**src/rtl/solmf_pkg.sv**
```systemverilog
`timescale 1ns / 1ps
`default_nettype none
package solmf_pkg;

  localparam int DEPTH = 64;
  localparam int IDX_W = (DEPTH > 1) ? $clog2(DEPTH) : 1;
  localparam int CNT_W = $clog2(DEPTH + 1);

  // priority encoder grouping
  localparam int GRP = 8;
  localparam int GRP_W = $clog2(GRP);
  localparam int NGRP = (DEPTH + GRP - 1) / GRP;
  localparam int NGRP_W = (NGRP > 1) ? $clog2(NGRP) : 1;

  localparam int DIST_W = 7;
  localparam int POS_W = 7;
  // common width for distance arithmetic
  localparam int DW = (IDX_W > DIST_W) ? IDX_W : DIST_W;

  localparam logic [1:0] MODE_CLEAR = 2'd0;
  localparam logic [1:0] MODE_APPEND = 2'd1;
  localparam logic [1:0] MODE_SEARCH = 2'd2;

  localparam logic [1:0] ST_OK = 2'd0;
  localparam logic [1:0] ST_NOT_FOUND = 2'd1;
  localparam logic [1:0] ST_FULL = 2'd2;

  typedef struct packed {
    logic [1:0]         mode;
    logic signed [31:0] value;
    logic [DIST_W-1:0]  move_distance;
  } in_item_t;

  typedef struct packed {
    logic [1:0]       status;
    logic [POS_W-1:0] position;
  } out_item_t;

  typedef struct packed {
    logic load;
    logic shift;
  } cell_ctl_t;

  typedef enum logic [2:0] {
    S_IDLE,
    S_MATCH,
    S_GROUP,
    S_SELECT,
    S_UPDATE
  } state_t;

endpackage
`default_nettype wire

```
**src/rtl/solmf_cell.sv**
```systemverilog
`timescale 1ns / 1ps
`default_nettype none
module solmf_cell
  import solmf_pkg::*;
(
  input  wire logic        clk,
  input  wire cell_ctl_t   ctl,
  input  wire logic [31:0] load_value,
  input  wire logic [31:0] left_value,
  input  wire logic [31:0] key,
  output logic [31:0]      entry,
  output logic             match
);

  logic [31:0] entry_r;
  logic        match_r;

  always_ff @(posedge clk) begin
    if (ctl.load) begin
      entry_r <= load_value;
    end else if (ctl.shift) begin
      entry_r <= left_value;
    end
    match_r <= (entry_r == key);
  end

  assign entry = entry_r;
  assign match = match_r;

endmodule
`default_nettype wire

```
**src/rtl/solmf_prio.sv**
```systemverilog
`timescale 1ns / 1ps
`default_nettype none
module solmf_prio
  import solmf_pkg::*;
(
  input  wire logic             clk,
  input  wire logic [DEPTH-1:0] hit,
  output logic                  found,
  output logic [IDX_W-1:0]      index
);

  logic [NGRP*GRP-1:0] hit_pad;
  logic [NGRP-1:0]     grp_hit_r, grp_hit_nxt;
  logic [GRP_W-1:0]    grp_loc_r [NGRP];
  logic [GRP_W-1:0]    grp_loc_nxt [NGRP];
  logic                found_r, found_nxt;
  logic [IDX_W-1:0]    index_r, index_nxt;
  logic [NGRP_W+GRP_W-1:0] wide_idx;

  assign hit_pad = (NGRP*GRP)'(hit);

  // first stage: first hit within each group
  always_comb begin
    for (int g = 0; g < NGRP; g++) begin
      grp_hit_nxt[g] = |hit_pad[g*GRP +: GRP];
      grp_loc_nxt[g] = '0;
      for (int k = GRP - 1; k >= 0; k--) begin
        if (hit_pad[g*GRP + k]) begin
          grp_loc_nxt[g] = GRP_W'(k);
        end
      end
    end
  end

  // second stage: first group with a hit
  always_comb begin
    wide_idx = '0;
    for (int g = NGRP - 1; g >= 0; g--) begin
      if (grp_hit_r[g]) begin
        wide_idx = {NGRP_W'(g), grp_loc_r[g]};
      end
    end
    found_nxt = |grp_hit_r;
    index_nxt = wide_idx[IDX_W-1:0];
  end

  always_ff @(posedge clk) begin
    grp_hit_r <= grp_hit_nxt;
    grp_loc_r <= grp_loc_nxt;
    found_r   <= found_nxt;
    index_r   <= index_nxt;
  end

  assign found = found_r;
  assign index = index_r;

endmodule
`default_nettype wire

```
**src/rtl/self_organizing_list_move_forward.sv**
```systemverilog
`timescale 1ns / 1ps
`default_nettype none
// Self-organising list with move-ahead-by-k: a row of DEPTH cells, each holding one
// 32-bit entry, with the front of the list in cell 0. Every transfer in yields one
// result. Clear, append and unused modes go straight from acceptance to the update
// step that registers the result. A search first registers the compare in every
// cell, then passes the S_GROUP and S_SELECT steps through the registered priority
// encoder that finds the first match, and then the update step, in which each cell
// between destination and hit takes its left neighbour's entry.
// A stalled result holds the block in its final step; the next item can be accepted
// in the cycle after the result is registered.
module self_organizing_list_move_forward
  import solmf_pkg::*;
(
  input  wire logic      clk,
  input  wire logic      rst_n,
  input  wire logic      in_valid,
  output logic           in_ready,
  input  wire in_item_t  in_data,
  output logic           out_valid,
  input  wire logic      out_ready,
  output out_item_t      out_data
);

  state_t     state_r, state_nxt;
  in_item_t   item_r;
  logic [CNT_W-1:0] count_r, count_nxt;
  logic       out_valid_r, out_valid_nxt;
  out_item_t  out_data_r, out_data_nxt;

  logic       in_fire;
  logic       upd_fire;

  logic [31:0]      cell_entry [DEPTH];
  logic [DEPTH-1:0] cell_match;
  logic [DEPTH-1:0] hit;
  cell_ctl_t        cell_ctl [DEPTH];

  logic             found;
  logic [IDX_W-1:0] hit_idx;
  logic [IDX_W-1:0] dst_idx;
  logic [DW-1:0]    idx_ext, dist_ext;
  logic             full;
  logic             do_search, do_append;

  assign in_fire = in_valid && in_ready;
  assign full = (count_r == CNT_W'(DEPTH));

  // next state
  always_comb begin
    state_nxt = state_r;
    unique case (state_r)
      S_IDLE: begin
        if (in_fire) begin
          state_nxt = (in_data.mode == MODE_SEARCH) ? S_MATCH : S_UPDATE;
        end
      end
      S_MATCH:  state_nxt = S_GROUP;
      S_GROUP:  state_nxt = S_SELECT;
      S_SELECT: state_nxt = S_UPDATE;
      S_UPDATE: begin
        if (upd_fire) begin
          state_nxt = S_IDLE;
        end
      end
      default:  state_nxt = S_IDLE;
    endcase
  end

  // outputs of the state machine
  always_comb begin
    in_ready = 1'b0;
    upd_fire = 1'b0;
    unique case (state_r)
      S_IDLE:   in_ready = 1'b1;
      S_UPDATE: upd_fire = !out_valid_r || out_ready;
      default: begin
        in_ready = 1'b0;
        upd_fire = 1'b0;
      end
    endcase
  end

  assign do_search = upd_fire && (item_r.mode == MODE_SEARCH) && found;
  assign do_append = upd_fire && (item_r.mode == MODE_APPEND) && !full;

  assign idx_ext  = DW'(hit_idx);
  assign dist_ext = DW'(item_r.move_distance);
  assign dst_idx  = (dist_ext >= idx_ext) ? '0 : IDX_W'(idx_ext - dist_ext);

  // per-cell control: shift the passed entries back, drop the value into place
  always_comb begin
    for (int j = 0; j < DEPTH; j++) begin
      cell_ctl[j].shift = do_search && (IDX_W'(j) > dst_idx) && (IDX_W'(j) <= hit_idx);
      cell_ctl[j].load  = (do_search && (IDX_W'(j) == dst_idx))
                       || (do_append && (CNT_W'(j) == count_r));
      hit[j] = cell_match[j] && (CNT_W'(j) < count_r);
    end
  end

  for (genvar j = 0; j < DEPTH; j++) begin : g_cell
    logic [31:0] left;
    if (j == 0) begin : g_front
      assign left = '0;
    end else begin : g_rest
      assign left = cell_entry[j-1];
    end
    solmf_cell u_cell (
      .clk        (clk),
      .ctl        (cell_ctl[j]),
      .load_value (item_r.value),
      .left_value (left),
      .key        (item_r.value),
      .entry      (cell_entry[j]),
      .match      (cell_match[j])
    );
  end

  solmf_prio u_prio (
    .clk   (clk),
    .hit   (hit),
    .found (found),
    .index (hit_idx)
  );

  // result and list length
  always_comb begin
    count_nxt     = count_r;
    out_valid_nxt = out_valid_r && !out_ready;
    out_data_nxt  = out_data_r;
    if (upd_fire) begin
      out_valid_nxt         = 1'b1;
      out_data_nxt.status   = ST_OK;
      out_data_nxt.position = '0;
      case (item_r.mode)
        MODE_CLEAR: count_nxt = '0;
        MODE_APPEND: begin
          if (full) begin
            out_data_nxt.status = ST_FULL;
          end else begin
            count_nxt = count_r + CNT_W'(1);
          end
        end
        MODE_SEARCH: begin
          if (found) begin
            out_data_nxt.position = POS_W'(DW'(hit_idx) + DW'(1));
          end else begin
            out_data_nxt.status = ST_NOT_FOUND;
          end
        end
        default: count_nxt = count_r;
      endcase
    end
  end

  always_ff @(posedge clk) begin
    if (!rst_n) begin
      state_r     <= S_IDLE;
      count_r     <= '0;
      out_valid_r <= 1'b0;
    end else begin
      state_r     <= state_nxt;
      count_r     <= count_nxt;
      out_valid_r <= out_valid_nxt;
    end
  end

  always_ff @(posedge clk) begin
    if (in_fire) begin
      item_r <= in_data;
    end
    out_data_r <= out_data_nxt;
  end

  assign out_valid = out_valid_r;
  assign out_data  = out_data_r;

endmodule
`default_nettype wire

```
**config.mk**
```make
export PLATFORM = sky130hd
export DESIGN_NAME = self_organizing_list_move_forward
export DESIGN_NICKNAME = d
export VERILOG_FILES = /design/src/rtl/solmf_pkg.sv /design/src/rtl/solmf_cell.sv /design/src/rtl/solmf_prio.sv /design/src/rtl/self_organizing_list_move_forward.sv
export SDC_FILE = /design/constraint.sdc
export NUM_CORES = 2
export LEC_CHECK = 0
export BUFFER_PORTS_ARGS = -buffer_cell sky130_fd_sc_hd__buf_2
export CAP_MARGIN = 25
export CORE_MARGIN = 2
export CORE_UTILIZATION = 50
export CTS_CLUSTER_SIZE = 30
export DETAILED_ROUTE_END_ITERATION = 12
export HOLD_SLACK_MARGIN = 0.03
export PLACE_DENSITY = 0.69
export SLEW_MARGIN = 20
export SYNTH_ARGS = -nofsm -noshare
export SYNTH_HDL_FRONTEND = slang
export SYNTH_SLANG_ARGS = --single-unit
export TNS_END_PERCENT = 100
```
**constraint.sdc**
```tcl
create_clock -name clk -period 10.1 [get_ports clk]
set_clock_uncertainty 0.05 [all_clocks]
set_input_delay 0.505 -clock clk [delete_from_list [all_inputs] [get_ports clk]]
set_output_delay 0.505 -clock clk [all_outputs]
set_load 0.01 [all_outputs]
```
==> metrics.csv <==
stage,metric,value,unit
run_status,status,finished clean,
yosys,synth_xor_xnor_area_share,0.1522,
finish,fin_cells,11940,
setup_path,rr_worst_depth,12,
timing,max_slew.worst_pin.slew,1.124,ns
yosys,yosysSeqAreaShare,0.5509,
grt,gr-total-overflow,0,
clock_network,cts-buffers-inserted,231,
grt,grt_max_degree,93,
yosys,ys_warn_count,0,
timing,slew_violations,0,
timing,tns,0,ns
setup_path,r2r-start,u_prio.index[4],
finish,area_delta_synth_final,10.84,%
setup_path,cp.arrival,6.05,ns
yosys,muxShareOfSynthArea,0.1885,
hold_path,hold_end,out_valid,
clock_network,cts_buffer_depth,3,
setup_path,path_max_fanout,33,
clock_network,cts-root-buf,clkbuf_16,
setup_path,critPathKind,reg2reg,
floorplanning,core-area,0.2354,mm^2
yosys,synth_top_family_by_area,multiplexers,
yosys,synth-edff-count,2098,
routing,drt_first_pass_iters,8,
routing,routedWlPerCell,29.12,um
routing,num_vias,71550,
timing,hold_ws,0.1482,ns
routing,drtAntennaViolNets,0,
yosys,mappedNetlistNets,8775,
floorplanning,rows,178,
routing,drt_iter0_drc,7818,
timing,period_needed,5.568,ns
clock_network,path_clk_slew,0.07,ns
yosys,yosys.area_share.simple,0.05927,
placed_design,place_area,0.1232,mm^2
routing,via_per_inst,5.992,
grt,grt_pass1_vias,74290,
timing,fin_crit_sh,0.5513,
yosys,syn-instance-count,8708,
hold_path,min_from,out_ready,
floorplanning,io_pins,56,
yosys,synth.avg_cell_area,13.61,um^2
grt,antenna_found_initial,15,
grt,gr-usage-all-layers,0.2819,
yosys,synthAdderAreaFrac,0.002386,
clock_network,clock-sinks,2212,
placed_design,dpl.hpwl,239300,um
grt,grt_pass1_wl,505700,um
hold_path,hp-class,in2reg,
setup_path,rrSetupSlack,4.53,ns
timing,fmax,179.6,MHz
yosys,synth-main-ff-cell,edfxtp_1,
finish,design_area,0.1314,mm^2
hold_path,holdPathStages,4,
placed_design,port-buffer-count,55,
routing,routed_wl,347700,um
timing,rsz0062_at_grt,no,
timing,final-setup-viol-count,0,
floorplanning,die-area,0.2409,mm^2
pwr,leakage,0.04228,uW
yosys,async_flop_share,0,
timing,hold_viol,0,
clock_network,post_cts_resized,0,
placed_design,gp_congestion,0.9796,
setup_path,cp.required,10.58,ns
yosys,synth_area,0.1185,mm^2
yosys,ys_ff_latch,2212,
clock_network,tritoncts,built,
finish,nFillCells,18890,
yosys,synth_compound_area_frac,0.02085,
setup_path,start_kind,flip-flop,
pwr,ir_worst_vdd,0.0001490,V
floorplanning,die_h,490.9,um
clock_network,cts.htree.levels,4,
floorplanning,die_w,490.9,um
clock_network,clk_latency,0.90,ns
setup_path,endpoint_kind,flip-flop,
pwr,power_density,150.9,mW/mm^2
finish,drive_above_1_share,0.2985,
placed_design,placed_cells,11440,
timing,slew_headroom,0.2436,
run,cap_violations,0,
floorplanning,start_util,0.5034,
pwr,power,19830,uW
setup_path,timing.rr.end,g_cell[30].u_cell.entry[17],
finish,nets,8648,
routing,drc,0,
yosys,yosysUniqueCellTypes,84,
flip-flops by register name, indices dropped and copies added (netlist names):
name / cells
out_valid: 1
out_data: 9
count_r: 7
g_cell.u_cell.entry: 2048
item_r: 34
dist_ext: 7
u_prio.index: 6
u_prio.grp_loc_r: 24
state_r: 3
u_prio.grp_hit_r: 8
u_prio.found: 1
g_cell.u_cell.match: 64
cells in the final DEF, fill, tap and decap left out, types with 44 or more instances in the layout:
cell type and instances:
nor2b_1 60, nand2_1 241, mux2_2 1858, dfxtp_1 114, dlygate4sd3_1 44, a21oi_1 76
edfxtp_1 2098, nand4_1 134, mux2_1 126, buf_4 192, nor4_1 519, o21ai_0 85
clkbuf_16 235, xor2_1 2052, nor2_1 199, buf_2 56, clkinv_1 54, clkbuf_1 69
per-stage QoR:
step / util / worst slack (ns)
6_report: 0.5580 / 4.532
5_1_grt: 0.5580 / 4.389
4_1_cts: 0.5560 / 4.657
3_5_place_dp: 0.5232 / 4.711
3_3_place_gp: 0.5210 / 4.582
2_1_floorplan: - / 3.993
where the power goes:
| group | internal (uW) | switching (uW) |
|---|---|---|
| combinational | 431 | 1140 |
| clock | 4640 | 3690 |
| sequential | 9910 | 20.0 |
| total | 15000 | 4850 |
worst max-delay path, cell delays in order (launching register included):
cell,delay [ns]
dfxtp_1,0.32
buf_4,0.31
clkinv_1,0.30
ha_1,0.44
a21o_1,0.22
a211o_1,0.34
a21oi_1,0.14
buf_4,0.28
nand2_1,0.38
nor2_2,0.90
a31o_2,0.83
o21bai_2,0.26
buf_4,0.38
cell type report:
type	instances	area, um^2	area share
tap	3150	3941	0.03000
clock buffer	319	6346	0.04831
antenna	4	10.01	0.00007620
multi-input combinational	5750	51100	0.3890
clock inverter	119	932.1	0.007096
sequential	2212	65280	0.4970
inverter	29	108.9	0.0008287
timing repair buffer	357	3645	0.02775
synth_stat cells (all sizes together) (5+ instances only):
cell / number / area share
edfxtp: 2098 / 0.53
xor2: 2052 / 0.15
mux2: 1984 / 0.19
nor4: 522 / 0.028
clkbuf: 426 / 0.013
buf: 291 / 0.012
nand2: 247 / 0.0078
nor2: 206 / 0.0066
nand4: 134 / 0.0071
o21ai: 118 / 0.0050
dfxtp: 114 / 0.019
a21oi: 93 / 0.0040
nor2b: 60 / 0.0032
nand3: 37 / 0.0016
a31oi: 30 / 0.0018
nor3: 27 / 0.0012
inv: 26 / 0.00082
ha: 21 / 0.0022
nand2b: 18 / 0.00095
o31ai: 15 / 0.00099
a22oi: 14 / 0.00089
o22ai: 14 / 0.00095
and2: 13 / 0.00069
and3: 12 / 0.00063
or2: 10 / 0.00053
o21a: 9 / 0.00057
or3: 9 / 0.00048
a211oi: 8 / 0.00065
o21bai: 8 / 0.00051
a21o: 7 / 0.00044
xnor2: 7 / 0.00052
o211ai: 6 / 0.00038
a21boi: 5 / 0.00032
a31o: 5 / 0.00037
a32oi: 5 / 0.00037
nor3b: 5 / 0.00036
how the worst max path moves through the flow:
stage	startpoint	to	depth (start not counted)
after floorplan	u_prio.index[3]	g_cell[63].u_cell.entry[0]	11
after global placement	u_prio.index[4]	g_cell[22].u_cell.entry[24]	11
after detailed placement	u_prio.index[4]	g_cell[30].u_cell.entry[13]	12
after CTS	u_prio.index[4]	g_cell[30].u_cell.entry[17]	12
after global routing	u_prio.index[4]	g_cell[30].u_cell.entry[17]	12
final	u_prio.index[4]	g_cell[30].u_cell.entry[17]	12
cells by family (layout without fill, tap and decap cells):
logic type / count (synthesis) / in the layout
compound gates: 379 / 379
xor+xnor: 2059 / 2059
fa+ha+maj: 22 / 22
buf+inv: 746 / 824
flops: 2212 / 2212
mux: 1984 / 1984
other cells: 0 / 4
simple gates: 1306 / 1306
routing by layer:
layer  vias up  global-route usage  share of wire
li1      31760                   -              -
met1     36450              0.3728           0.42
met2      2620              0.4752           0.49
met3       717             0.03913          0.060
met4         4             0.09775          0.036
met5         -                   0       0.000075
timing repair:
action	in CTS	in global routing
setup buffers	0	0
hold buffers	44	0
endpoints found under the hold margin	48	0
(Power assumes the default switching activity.)
